===== src/rtl/rtt_pkg.sv =====
// ----------------------------------------------------------------------------
// rtt_pkg
// Shared types and constants for the retransmit tracking table.
// ----------------------------------------------------------------------------
package rtt_pkg;

  localparam int TABLE_DEPTH = 32;
  localparam int IDX_W       = (TABLE_DEPTH > 1) ? $clog2(TABLE_DEPTH) : 1;
  localparam int CNT_W       = $clog2(TABLE_DEPTH + 1);

  localparam int SEQ_W   = 32;
  localparam int HDL_W   = 16;
  localparam int TIME_W  = 32;
  localparam int ATT_W   = 8;
  localparam int CLI_W   = 16;
  localparam int IVL_W   = 16;
  localparam int IN_W    = SEQ_W + HDL_W + TIME_W;          // 80
  localparam int OUT_W   = SEQ_W + HDL_W + CLI_W + ATT_W;   // 72

  // configuration register indexes
  localparam logic [1:0] CFG_INTERVAL = 2'd0;
  localparam logic [1:0] CFG_MAX_ATT  = 2'd1;
  localparam logic [1:0] CFG_CLIENT   = 2'd2;

  localparam logic [IVL_W-1:0] INTERVAL_RST = 16'd100;
  localparam logic [ATT_W-1:0] MAX_ATT_RST  = 8'd5;
  localparam logic [CLI_W-1:0] CLIENT_RST   = 16'd0;

  typedef enum logic [1:0] {
    REQ_ADD  = 2'd0,
    REQ_ACK  = 2'd1,
    REQ_SCAN = 2'd2,
    REQ_NONE = 2'd3
  } req_t;

  typedef enum logic [2:0] {
    KIND_RESEND    = 3'd0,
    KIND_DROPPED   = 3'd1,
    KIND_ADDED     = 3'd2,
    KIND_FULL      = 3'd3,
    KIND_ACKED     = 3'd4,
    KIND_UNKNOWN   = 3'd5,
    KIND_SCAN_DONE = 3'd6,
    KIND_SPARE     = 3'd7
  } kind_t;

  typedef enum logic [1:0] {
    ST_IDLE,
    ST_SWEEP,
    ST_FINISH
  } state_t;

  typedef struct packed {
    logic [SEQ_W-1:0]  seq;
    logic [HDL_W-1:0]  handle;
    logic [ATT_W-1:0]  count;
    logic [TIME_W-1:0] sent;
  } slot_t;

  typedef struct packed {
    logic             latch;
    logic             rd_en;
    logic [IDX_W-1:0] rd_addr;
    logic             eval_fire;
    logic [IDX_W-1:0] eval_idx;
    logic             finish;
  } ctl_cmd_t;

  typedef struct packed {
    logic emit_need;
    logic out_free;
  } dp_stat_t;

endpackage


===== src/rtl/retransmit_tracking_table.sv =====
// ----------------------------------------------------------------------------
// retransmit_tracking_table
// Table of unacknowledged packets with add, acknowledge and resend scan.
// ----------------------------------------------------------------------------
// Requests come in on the s_ stream: tuser carries the request type (add,
// acknowledge, scan), tdata the sequence number, buffer handle and time.
// Results leave on the m_ stream: tuser is the result kind, tlast marks the
// final beat caused by a request. An add or acknowledge gives one beat; a
// scan gives one beat per resent or dropped entry, then a scan-done beat.
// Config writes (interval, retry limit, client id) use the cfg_ channel and
// are always accepted.
// Every add, acknowledge or scan request sweeps all TABLE_DEPTH slots through
// the single read port of the slot memory, one slot a cycle while no waiting
// beat is held off by the receiver; a new request is taken only once the
// closing beat has been loaded. A request type of 3 is taken and ignored.
// While a beat waits with m_tready low the sweep stops at the next entry that would emit,
// and resumes without loss. Reset empties the table (valid bits cleared at
// once) and restores the register defaults; no clearing pass is needed.
// ----------------------------------------------------------------------------
module retransmit_tracking_table
  import rtt_pkg::*;
(
  input  logic              clk,
  input  logic              rst,
  // config write channel
  input  logic              cfg_valid,
  output logic              cfg_ready,
  input  logic [1:0]        cfg_index,
  input  logic [15:0]       cfg_data,
  // requests
  input  logic              s_tvalid,
  output logic              s_tready,
  input  logic [IN_W-1:0]   s_tdata,   // seq_number[31:0], buffer_handle[47:32], now_time[79:48]
  input  logic [1:0]        s_tuser,   // req_type[1:0]
  // results
  output logic              m_tvalid,
  input  logic              m_tready,
  output logic [OUT_W-1:0]  m_tdata,   // out_seq[31:0], out_handle[47:32], dest_client[63:48],
                                       // attempt_count[71:64]
  output logic [2:0]        m_tuser,   // kind[2:0]
  output logic              m_tlast    // last_of_run
);

  ctl_cmd_t cmd;
  dp_stat_t stat;

  assign cfg_ready = 1'b1;

  rtt_ctrl u_ctrl (
    .clk      (clk),
    .rst      (rst),
    .s_tvalid (s_tvalid),
    .in_req   (s_tuser),
    .s_tready (s_tready),
    .stat     (stat),
    .cmd      (cmd)
  );

  rtt_dpath u_dpath (
    .clk       (clk),
    .rst       (rst),
    .cfg_valid (cfg_valid),
    .cfg_index (cfg_index),
    .cfg_data  (cfg_data),
    .s_tdata   (s_tdata),
    .s_tuser   (s_tuser),
    .cmd       (cmd),
    .stat      (stat),
    .m_tready  (m_tready),
    .m_tvalid  (m_tvalid),
    .m_tdata   (m_tdata),
    .m_tuser   (m_tuser),
    .m_tlast   (m_tlast)
  );

  // an evaluated slot never overruns a held beat
  a_no_overrun: assert property (@(posedge clk) disable iff (rst)
    cmd.eval_fire |-> !(stat.emit_need && !stat.out_free))
    else $error("slot evaluated while its beat could not be taken");

  // no table reads while waiting for a request
  a_idle_quiet: assert property (@(posedge clk) disable iff (rst)
    s_tready |-> !cmd.rd_en && !cmd.eval_fire)
    else $error("table access while idle");

  // mid-scan beats are never last, closing beats always are
  a_resend_not_last: assert property (@(posedge clk) disable iff (rst)
    m_tvalid && (m_tuser == KIND_RESEND || m_tuser == KIND_DROPPED) |-> !m_tlast)
    else $error("resend or drop beat marked last");

  a_close_last: assert property (@(posedge clk) disable iff (rst)
    m_tvalid && !(m_tuser == KIND_RESEND || m_tuser == KIND_DROPPED) |-> m_tlast)
    else $error("closing beat not marked last");

  // destination only on resend beats
  a_dest_resend: assert property (@(posedge clk) disable iff (rst)
    m_tvalid && (m_tuser != KIND_RESEND) |-> (m_tdata[63:48] == '0))
    else $error("destination set on a non-resend beat");

endmodule


===== src/rtl/rtt_ctrl.sv =====
// ----------------------------------------------------------------------------
// rtt_ctrl
// Sequencer: takes a request, sweeps the slots through the read port of the
// table, then issues the closing beat.
// ----------------------------------------------------------------------------
module rtt_ctrl
  import rtt_pkg::*;
(
  input  logic       clk,
  input  logic       rst,
  input  logic       s_tvalid,
  input  logic [1:0] in_req,
  output logic       s_tready,
  input  dp_stat_t   stat,
  output ctl_cmd_t   cmd
);

  state_t           state, state_next;
  logic [CNT_W-1:0] rd_cnt;
  logic             e_vld;
  logic [IDX_W-1:0] e_idx;
  logic             adv;
  logic             issue;

  // eval stage holds while its beat cannot go out
  assign adv   = !(e_vld && stat.emit_need && !stat.out_free);
  assign issue = (rd_cnt != CNT_W'(TABLE_DEPTH));

  always_comb begin
    state_next = state;
    case (state)
      ST_IDLE: begin
        if (s_tvalid && (req_t'(in_req) != REQ_NONE)) state_next = ST_SWEEP;
      end
      ST_SWEEP: begin
        if (!issue && adv) state_next = ST_FINISH;
      end
      ST_FINISH: begin
        if (stat.out_free) state_next = ST_IDLE;
      end
      default: state_next = ST_IDLE;
    endcase
  end

  always_comb begin
    s_tready      = (state == ST_IDLE);
    cmd.latch     = (state == ST_IDLE) && s_tvalid;
    cmd.rd_en     = (state == ST_SWEEP) && adv && issue;
    cmd.rd_addr   = rd_cnt[IDX_W-1:0];
    cmd.eval_fire = (state == ST_SWEEP) && e_vld && adv;
    cmd.eval_idx  = e_idx;
    cmd.finish    = (state == ST_FINISH) && stat.out_free;
  end

  always_ff @(posedge clk) begin
    if (rst) begin
      state  <= ST_IDLE;
      rd_cnt <= '0;
      e_vld  <= 1'b0;
      e_idx  <= '0;
    end else begin
      state <= state_next;
      if (state == ST_IDLE) begin
        rd_cnt <= '0;
        e_vld  <= 1'b0;
      end else if ((state == ST_SWEEP) && adv) begin
        if (issue) rd_cnt <= rd_cnt + CNT_W'(1);
        e_vld <= issue;
        e_idx <= rd_cnt[IDX_W-1:0];
      end
    end
  end

endmodule


===== src/rtl/rtt_dpath.sv =====
// ----------------------------------------------------------------------------
// rtt_dpath
// Slot memory, valid bits, request and config registers, match tracking and
// the output register.
// ----------------------------------------------------------------------------
module rtt_dpath
  import rtt_pkg::*;
(
  input  logic              clk,
  input  logic              rst,
  input  logic              cfg_valid,
  input  logic [1:0]        cfg_index,
  input  logic [15:0]       cfg_data,
  input  logic [IN_W-1:0]   s_tdata,
  input  logic [1:0]        s_tuser,
  input  ctl_cmd_t          cmd,
  output dp_stat_t          stat,
  input  logic              m_tready,
  output logic              m_tvalid,
  output logic [OUT_W-1:0]  m_tdata,
  output logic [2:0]        m_tuser,
  output logic              m_tlast
);

  logic [IVL_W-1:0] interval;
  logic [ATT_W-1:0] max_att;
  logic [CLI_W-1:0] client;

  req_t              req;
  logic [SEQ_W-1:0]  req_seq;
  logic [HDL_W-1:0]  req_handle;
  logic [TIME_W-1:0] req_now;

  slot_t            mem [TABLE_DEPTH];
  slot_t            rd_q;
  logic [TABLE_DEPTH-1:0] slot_valid;

  logic             hit;
  logic [IDX_W-1:0] hit_idx;
  logic [HDL_W-1:0] hit_handle;
  logic [ATT_W-1:0] hit_count;
  logic             free_found;
  logic [IDX_W-1:0] free_idx;

  logic              cur_valid;
  logic [TIME_W-1:0] elapsed;
  logic              due;
  logic              drop;
  logic [ATT_W-1:0]  count_inc;
  logic              scan_emit;
  logic              add_ok;
  logic [IDX_W-1:0]  add_idx;

  logic              wr_en;
  logic [IDX_W-1:0]  wr_addr;
  slot_t             wr_data;

  logic              out_load;
  kind_t             out_kind, out_kind_next;
  logic [SEQ_W-1:0]  out_seq, out_seq_next;
  logic [HDL_W-1:0]  out_handle, out_handle_next;
  logic [CLI_W-1:0]  out_client, out_client_next;
  logic [ATT_W-1:0]  out_count, out_count_next;
  logic              out_last, out_last_next;

  // config port
  always_ff @(posedge clk) begin
    if (rst) begin
      interval <= INTERVAL_RST;
      max_att  <= MAX_ATT_RST;
      client   <= CLIENT_RST;
    end else if (cfg_valid) begin
      case (cfg_index)
        CFG_INTERVAL: interval <= cfg_data;
        CFG_MAX_ATT:  max_att  <= cfg_data[ATT_W-1:0];
        CFG_CLIENT:   client   <= cfg_data;
        default: ;
      endcase
    end
  end

  always_ff @(posedge clk) begin
    if (cmd.latch) begin
      req        <= req_t'(s_tuser);
      req_seq    <= s_tdata[SEQ_W-1:0];
      req_handle <= s_tdata[SEQ_W+HDL_W-1:SEQ_W];
      req_now    <= s_tdata[IN_W-1:SEQ_W+HDL_W];
    end
  end

  // per-slot evaluation
  assign cur_valid = slot_valid[cmd.eval_idx];
  assign elapsed   = req_now - rd_q.sent;
  assign due       = (elapsed >= {{(TIME_W-IVL_W){1'b0}}, interval});
  assign drop      = (rd_q.count >= max_att);
  assign count_inc = rd_q.count + ATT_W'(1);
  assign scan_emit = (req == REQ_SCAN) && cur_valid && due;
  assign add_ok    = hit || free_found;
  assign add_idx   = hit ? hit_idx : free_idx;

  assign stat.emit_need = scan_emit;
  assign stat.out_free  = !m_tvalid || m_tready;

  always_ff @(posedge clk) begin
    if (rst) begin
      hit        <= 1'b0;
      free_found <= 1'b0;
    end else if (cmd.latch) begin
      hit        <= 1'b0;
      free_found <= 1'b0;
    end else if (cmd.eval_fire) begin
      if (cur_valid && (rd_q.seq == req_seq) && !hit) hit <= 1'b1;
      if (!cur_valid && !free_found) free_found <= 1'b1;
    end
  end

  always_ff @(posedge clk) begin
    if (cmd.eval_fire) begin
      if (cur_valid && (rd_q.seq == req_seq) && !hit) begin
        hit_idx    <= cmd.eval_idx;
        hit_handle <= rd_q.handle;
        hit_count  <= rd_q.count;
      end
      if (!cur_valid && !free_found) free_idx <= cmd.eval_idx;
    end
  end

  always_ff @(posedge clk) begin
    if (rst) begin
      slot_valid <= '0;
    end else begin
      if (cmd.eval_fire && scan_emit && drop) slot_valid[cmd.eval_idx] <= 1'b0;
      if (cmd.finish) begin
        if ((req == REQ_ADD) && add_ok) slot_valid[add_idx] <= 1'b1;
        if ((req == REQ_ACK) && hit) slot_valid[hit_idx] <= 1'b0;
      end
    end
  end

  // table write port: resend update during a scan, new entry on an add
  always_comb begin
    wr_en   = 1'b0;
    wr_addr = cmd.eval_idx;
    wr_data = '{seq: rd_q.seq, handle: rd_q.handle, count: count_inc, sent: req_now};
    if (cmd.eval_fire && scan_emit && !drop) begin
      wr_en = 1'b1;
    end else if (cmd.finish && (req == REQ_ADD) && add_ok) begin
      wr_en   = 1'b1;
      wr_addr = add_idx;
      wr_data = '{seq: req_seq, handle: req_handle, count: '0, sent: req_now};
    end
  end

  always_ff @(posedge clk) begin
    if (wr_en) mem[wr_addr] <= wr_data;
  end

  always_ff @(posedge clk) begin
    if (cmd.rd_en) rd_q <= mem[cmd.rd_addr];
  end

  // result beat
  always_comb begin
    out_load        = 1'b0;
    out_kind_next   = KIND_SCAN_DONE;
    out_seq_next    = '0;
    out_handle_next = '0;
    out_client_next = '0;
    out_count_next  = '0;
    out_last_next   = 1'b0;
    if (cmd.eval_fire && scan_emit) begin
      out_load        = 1'b1;
      out_seq_next    = rd_q.seq;
      out_handle_next = rd_q.handle;
      if (drop) begin
        out_kind_next  = KIND_DROPPED;
        out_count_next = rd_q.count;
      end else begin
        out_kind_next   = KIND_RESEND;
        out_client_next = client;
        out_count_next  = count_inc;
      end
    end else if (cmd.finish) begin
      out_load      = 1'b1;
      out_last_next = 1'b1;
      case (req)
        REQ_ADD: begin
          out_kind_next   = add_ok ? KIND_ADDED : KIND_FULL;
          out_seq_next    = req_seq;
          out_handle_next = req_handle;
        end
        REQ_ACK: begin
          out_seq_next = req_seq;
          if (hit) begin
            out_kind_next   = KIND_ACKED;
            out_handle_next = hit_handle;
            out_count_next  = hit_count;
          end else begin
            out_kind_next = KIND_UNKNOWN;
          end
        end
        default: out_kind_next = KIND_SCAN_DONE;
      endcase
    end
  end

  always_ff @(posedge clk) begin
    if (rst) begin
      m_tvalid <= 1'b0;
    end else if (out_load) begin
      m_tvalid <= 1'b1;
    end else if (m_tready) begin
      m_tvalid <= 1'b0;
    end
  end

  always_ff @(posedge clk) begin
    if (out_load) begin
      out_kind   <= out_kind_next;
      out_seq    <= out_seq_next;
      out_handle <= out_handle_next;
      out_client <= out_client_next;
      out_count  <= out_count_next;
      out_last   <= out_last_next;
    end
  end

  assign m_tdata = {out_count, out_client, out_handle, out_seq};
  assign m_tuser = out_kind;
  assign m_tlast = out_last;

endmodule

===== config.mk =====
export PLATFORM = sky130hd
export DESIGN_NAME = retransmit_tracking_table
export DESIGN_NICKNAME = d
export VERILOG_FILES = /design/src/rtl/rtt_pkg.sv /design/src/rtl/retransmit_tracking_table.sv /design/src/rtl/rtt_ctrl.sv /design/src/rtl/rtt_dpath.sv
export SDC_FILE = /design/constraint.sdc
export NUM_CORES = 2
export LEC_CHECK = 0
export ABC_CLOCK_PERIOD_IN_PS = 14300
export BUFFER_PORTS_ARGS = -buffer_cell sky130_fd_sc_hd__buf_2
export CORE_ASPECT_RATIO = 1.1
export CORE_UTILIZATION = 63
export DETAILED_ROUTE_END_ITERATION = 10
export GPL_ROUTABILITY_DRIVEN = 0
export PLACE_DENSITY_LB_ADDON = 0.25
export SYNTH_ARGS = -nofsm -noshare
export SYNTH_HDL_FRONTEND = slang
export SYNTH_SLANG_ARGS = --single-unit
export TNS_END_PERCENT = 30

===== constraint.sdc =====
create_clock -name clk -period 14.3 [get_ports clk]
set_input_delay 0.715 -clock clk [delete_from_list [all_inputs] [get_ports clk]]
set_output_delay 0.715 -clock clk [all_outputs]
set_load 0.05 [all_outputs]

==> impl_results.md <==
* Outcome: finished clean
* Core ar. at around 200000 sq um
* Avg Cell Area, Syn at ~22 sq um
* Post-cts resize count at 0
* Fmax at about 0.11 GHz
* Final setup fails at 0
* Cell variety after synth at 80
* Yosys reg bits at between 3000 and 4000
* Clock Path Buffers at 4
* Tot Pwr at about 19 mW
* Vias in the first global route at approximately 63000
* Met3 wire len at ~29000 microns
* Critical path class: reg2reg
* Area contributors post-synth: edfxtp_1 (75%), mux4_2 (16%), dfxtp_1 (1.4%)
* Synth Area in Compound Gates at 1.969%
* Top Metal Used: met5
* CTS Root Cell: clkbuf_16
* Post-synth ARST share at 0%
* Startpoint types: register
* Yosys warns at 0
* CTS Buf Count at 314
* Router iterations before antenna repair at 6
* First-pass GRT wire length at between 400000 and 500000 microns
* Largest net degree at the start of global routing at between 100 and 150
* Post-DP HPWL at approximately 170000 microns
* Worst hold path type: in2reg
* # H-tree levels at 5
* Seq/Total Area, Yosys at between 70% and 80%
* Post-synth top area cell: edfxtp_1
* Post-Synth XOR/XNOR Area at less than 1%
* Period utilisation layout at between 60% and 70%
* Main flop type after synthesis: edfxtp_1
* RSZ-0062 raised after global routing: false
* Final Hold Fails at 0
* Synth top area share at 75.04%
* PortBufs at approximately 180
* Synth Cell Area at roughly 120000 sq um
* Metal1 wirelength at between 100000 and 150000 microns
* FP Rows at 170
* Worst Path Max Fanout at 45
* Overall Global Routing Usage at around 33%
* EDFF count, synth at 3096
* Syn Nets at about 5700
* Max-cap viol count at 0
* Post-synthesis mux area share at 17.54%
* Die ar. at 198400 sq um
* First DRT Iteration DRCs at just under 9000
* Width of the die at ~420 microns
* Crit-path most repeated cell: buf_4
* Clk_lat worst skew at 0.96 ns
* Vias per cell at about 7.0
* Area Growth Syn to Fin at 12.11%
* Worst Path Arrival at around 9.4 ns
* Met2 Wirelength at between 150000 and 200000 microns
* Hold_ws at 0.05225 ns
* Post-DR wirelength/cell at 36.61 microns
* Postcts setup bufs at 0
* Post-route minimum period at just under 9 ns
* Placed inst area at around 130000 sq um
* CP max stage delay at approximately 1.2 ns
* Peak supply drop at around 120 uV
* Residual DRC count at 0
* Worst-Margin Slew at around 1.3 ns
* Non-filler cells, final at roughly 8800
* IO Pins at 184
* Cell area after layout at between 100000 and 150000 sq um
* Req. time, crit path at between 10 and 15 ns
* Critical Path Slowest Stage Cell: edfxtp_1
* Worst setup EP type: register
* Clk slew on worst S/H paths at 0.06 ns
* Pwr/cell area at between 100 and 150 nW/um^2
* Simple-Gate Fraction of Synth Area at 1.809%
* Overflow left after global routing at 0
* Post-Synth Adder-Cell Area at less than 1%
* DRT Wirelength at 323400 microns
* Initial Utilization at about 63%
* Layout net count at 6179
* Final Slew Violations at 0
* Crit path cell chain: inv_1, ha_1, fa_1, nand2b_1, a21o_1, a211oi_1, nor2_1, o21ai_0, xor2_1, ha_1, o2111ai_1, a21oi_1, nand4b_1, o2111ai_1, nor4_1, nand3_1, nor4_2, a41oi_2, and3_4, a21oi_4, buf_4, nor3_2, buf_4, buf_4
* CTS sink cnt at about 3200
* Combinational family with the most area after synthesis: multiplexers
* Leak at ~43 nW
* TritonCTS clock tree: done
* Share of cells above drive strength 1 at slightly below 30%
* Setup TNS at 0 ns
* Dpl cells at 8202
* Routed via count at 62100
* Mapped Cells at about 5600
* Worst Skew at roughly 0.065 ns
* Slew Limit Headroom at between 10% and 20%
* Routed Antenna Nets at 0
* Die height at around 470 microns
* Antenna violations before repair at 12
registers in the layout (all words and copies together), names as in the netlist, 16 cells and up:
name,flops
u_dpath.client,16
u_dpath.hit_handle,16
u_dpath.interval,16
u_dpath.mem,2816
u_dpath.out_client,16
u_dpath.out_handle,16
u_dpath.out_seq,32
u_dpath.rd_q,88
u_dpath.req_handle,16
u_dpath.req_now,32
u_dpath.req_seq,32
u_dpath.slot_valid,32
what timing repair did:
action / 4_1_cts / 5_1_grt
hold endpoints to repair: 77 / 0
setup endpoints to repair: 0 / 0
hold buffers: 77 / 0
critical path: cells and delay by family, from the launching register on:
| kind | cells | cell delay [ns] |
|---|---|---|
| AOI/OAI and AO/OA | 8 | 2.20 |
| buffers and inverters | 4 | 2.07 |
| and+or+nand+nor | 8 | 1.81 |
| DFF | 1 | 1.17 |
| adders and majority gates | 3 | 0.97 |
| xor gates and xnor gates | 1 | 0.10 |
worst paths after layout:
kind                       from                  to  depth (start not counted)  slack, ns
max          u_dpath.req_now[0]  u_dpath.mem[4][79]                         24       5.46
min                 s_tdata[50]  u_dpath.req_now[2]                          1       0.05
max reg2reg  u_dpath.req_now[0]  u_dpath.mem[4][79]                         24       5.46
min reg2reg   u_dpath.client[8]   u_dpath.client[8]                          2       0.45
cell families after synthesis:
| group | count (synthesis) |
|---|---|
| XOR/XNOR | 71 |
| buffers and inverters | 351 |
| flip-flops | 3185 |
| AND/OR/NAND/NOR | 472 |
| other | 1 |
| AO/OA/AOI/OAI | 379 |
| multiplexers | 1044 |
| adder cells (fa/ha/maj) | 59 |
routing by layer:
| layer | up-vias | global-route usage (%) |
|---|---|---|
| met5 | - | 0 |
| met4 | 6 | 16.61 |
| met3 | 784 | 5.431 |
| met2 | 4328 | 55.76 |
| met1 | 32630 | 42.13 |
| li1 | 24350 | - |
through the flow:
stage	setup WS [ns]	util (%)
6_report	5.458	71.13
5_1_grt	5.107	71.13
2_1_floorplan	3.427	-
3_5_place_dp	5.621	65.79
4_1_cts	5.579	71.11
3_3_place_gp	5.858	65.79
power breakdown:
part	leakage, nW	internal [mW]	switching (mW)	total (mW)
sequential	28.7	10.2	0.0406	10.3
clock	4.69	4.48	3.42	7.91
combinational	9.33	0.176	0.322	0.498
total	42.8	14.9	3.79	18.7
cell usage after synthesis (all sizes together), types with 16 or more instances:
library cell / number
edfxtp: 3096
mux4: 888
clkbuf: 201
nand2: 166
a21oi: 144
mux2: 139
nor2: 103
dfxtp: 89
o21ai: 79
buf: 78
inv: 71
nor3: 66
ha: 58
xnor2: 42
a22o: 40
xor2: 29
and3: 25
nand2b: 22
nand3: 21
mux2i: 17
a22oi: 16
final cells by class:
| class | count | area, sq um |
|---|---|---|
| Sequential cell | 3185 | 94770 |
| Fill cell | 10970 | 56370 |
| Multi-Input combinational cell | 2026 | 28030 |
| Clock buffer | 388 | 8359 |
| Tap cell | 2580 | 3228 |
| Timing Repair Buffer | 416 | 2948 |
| Clock inverter | 153 | 1255 |
| Inverter | 72 | 270.3 |
| Antenna cell | 13 | 32.53 |
layout by cell type, fill, tap and decap left out, types with 13 or more instances in the layout:
cell type / instances
mux4_2: 888
nand3_1: 21
nand2b_1: 21
mux2i_1: 17
inv_1: 71
a22o_1: 40
clkbuf_1: 58
nor2b_1: 13
buf_4: 150
nand2_1: 166
clkinv_1: 61
clkbuf_16: 322
a22oi_1: 16
dfxtp_1: 84
clkinv_2: 47
and3_1: 23
nor3_2: 32
buf_2: 182
mux2_2: 139
a21o_1: 14
clkinvlp_4: 14
o21a_1: 15
edfxtp_1: 3096
xnor2_1: 42
nor3_1: 34
o21ai_0: 78
diode_2: 13
bufinv_16: 19
dlygate4sd3_1: 77
nor2_1: 99
ha_1: 58
xor2_1: 29
a21oi_1: 131
No activity file was read; power rests on OpenSTA's default activity.
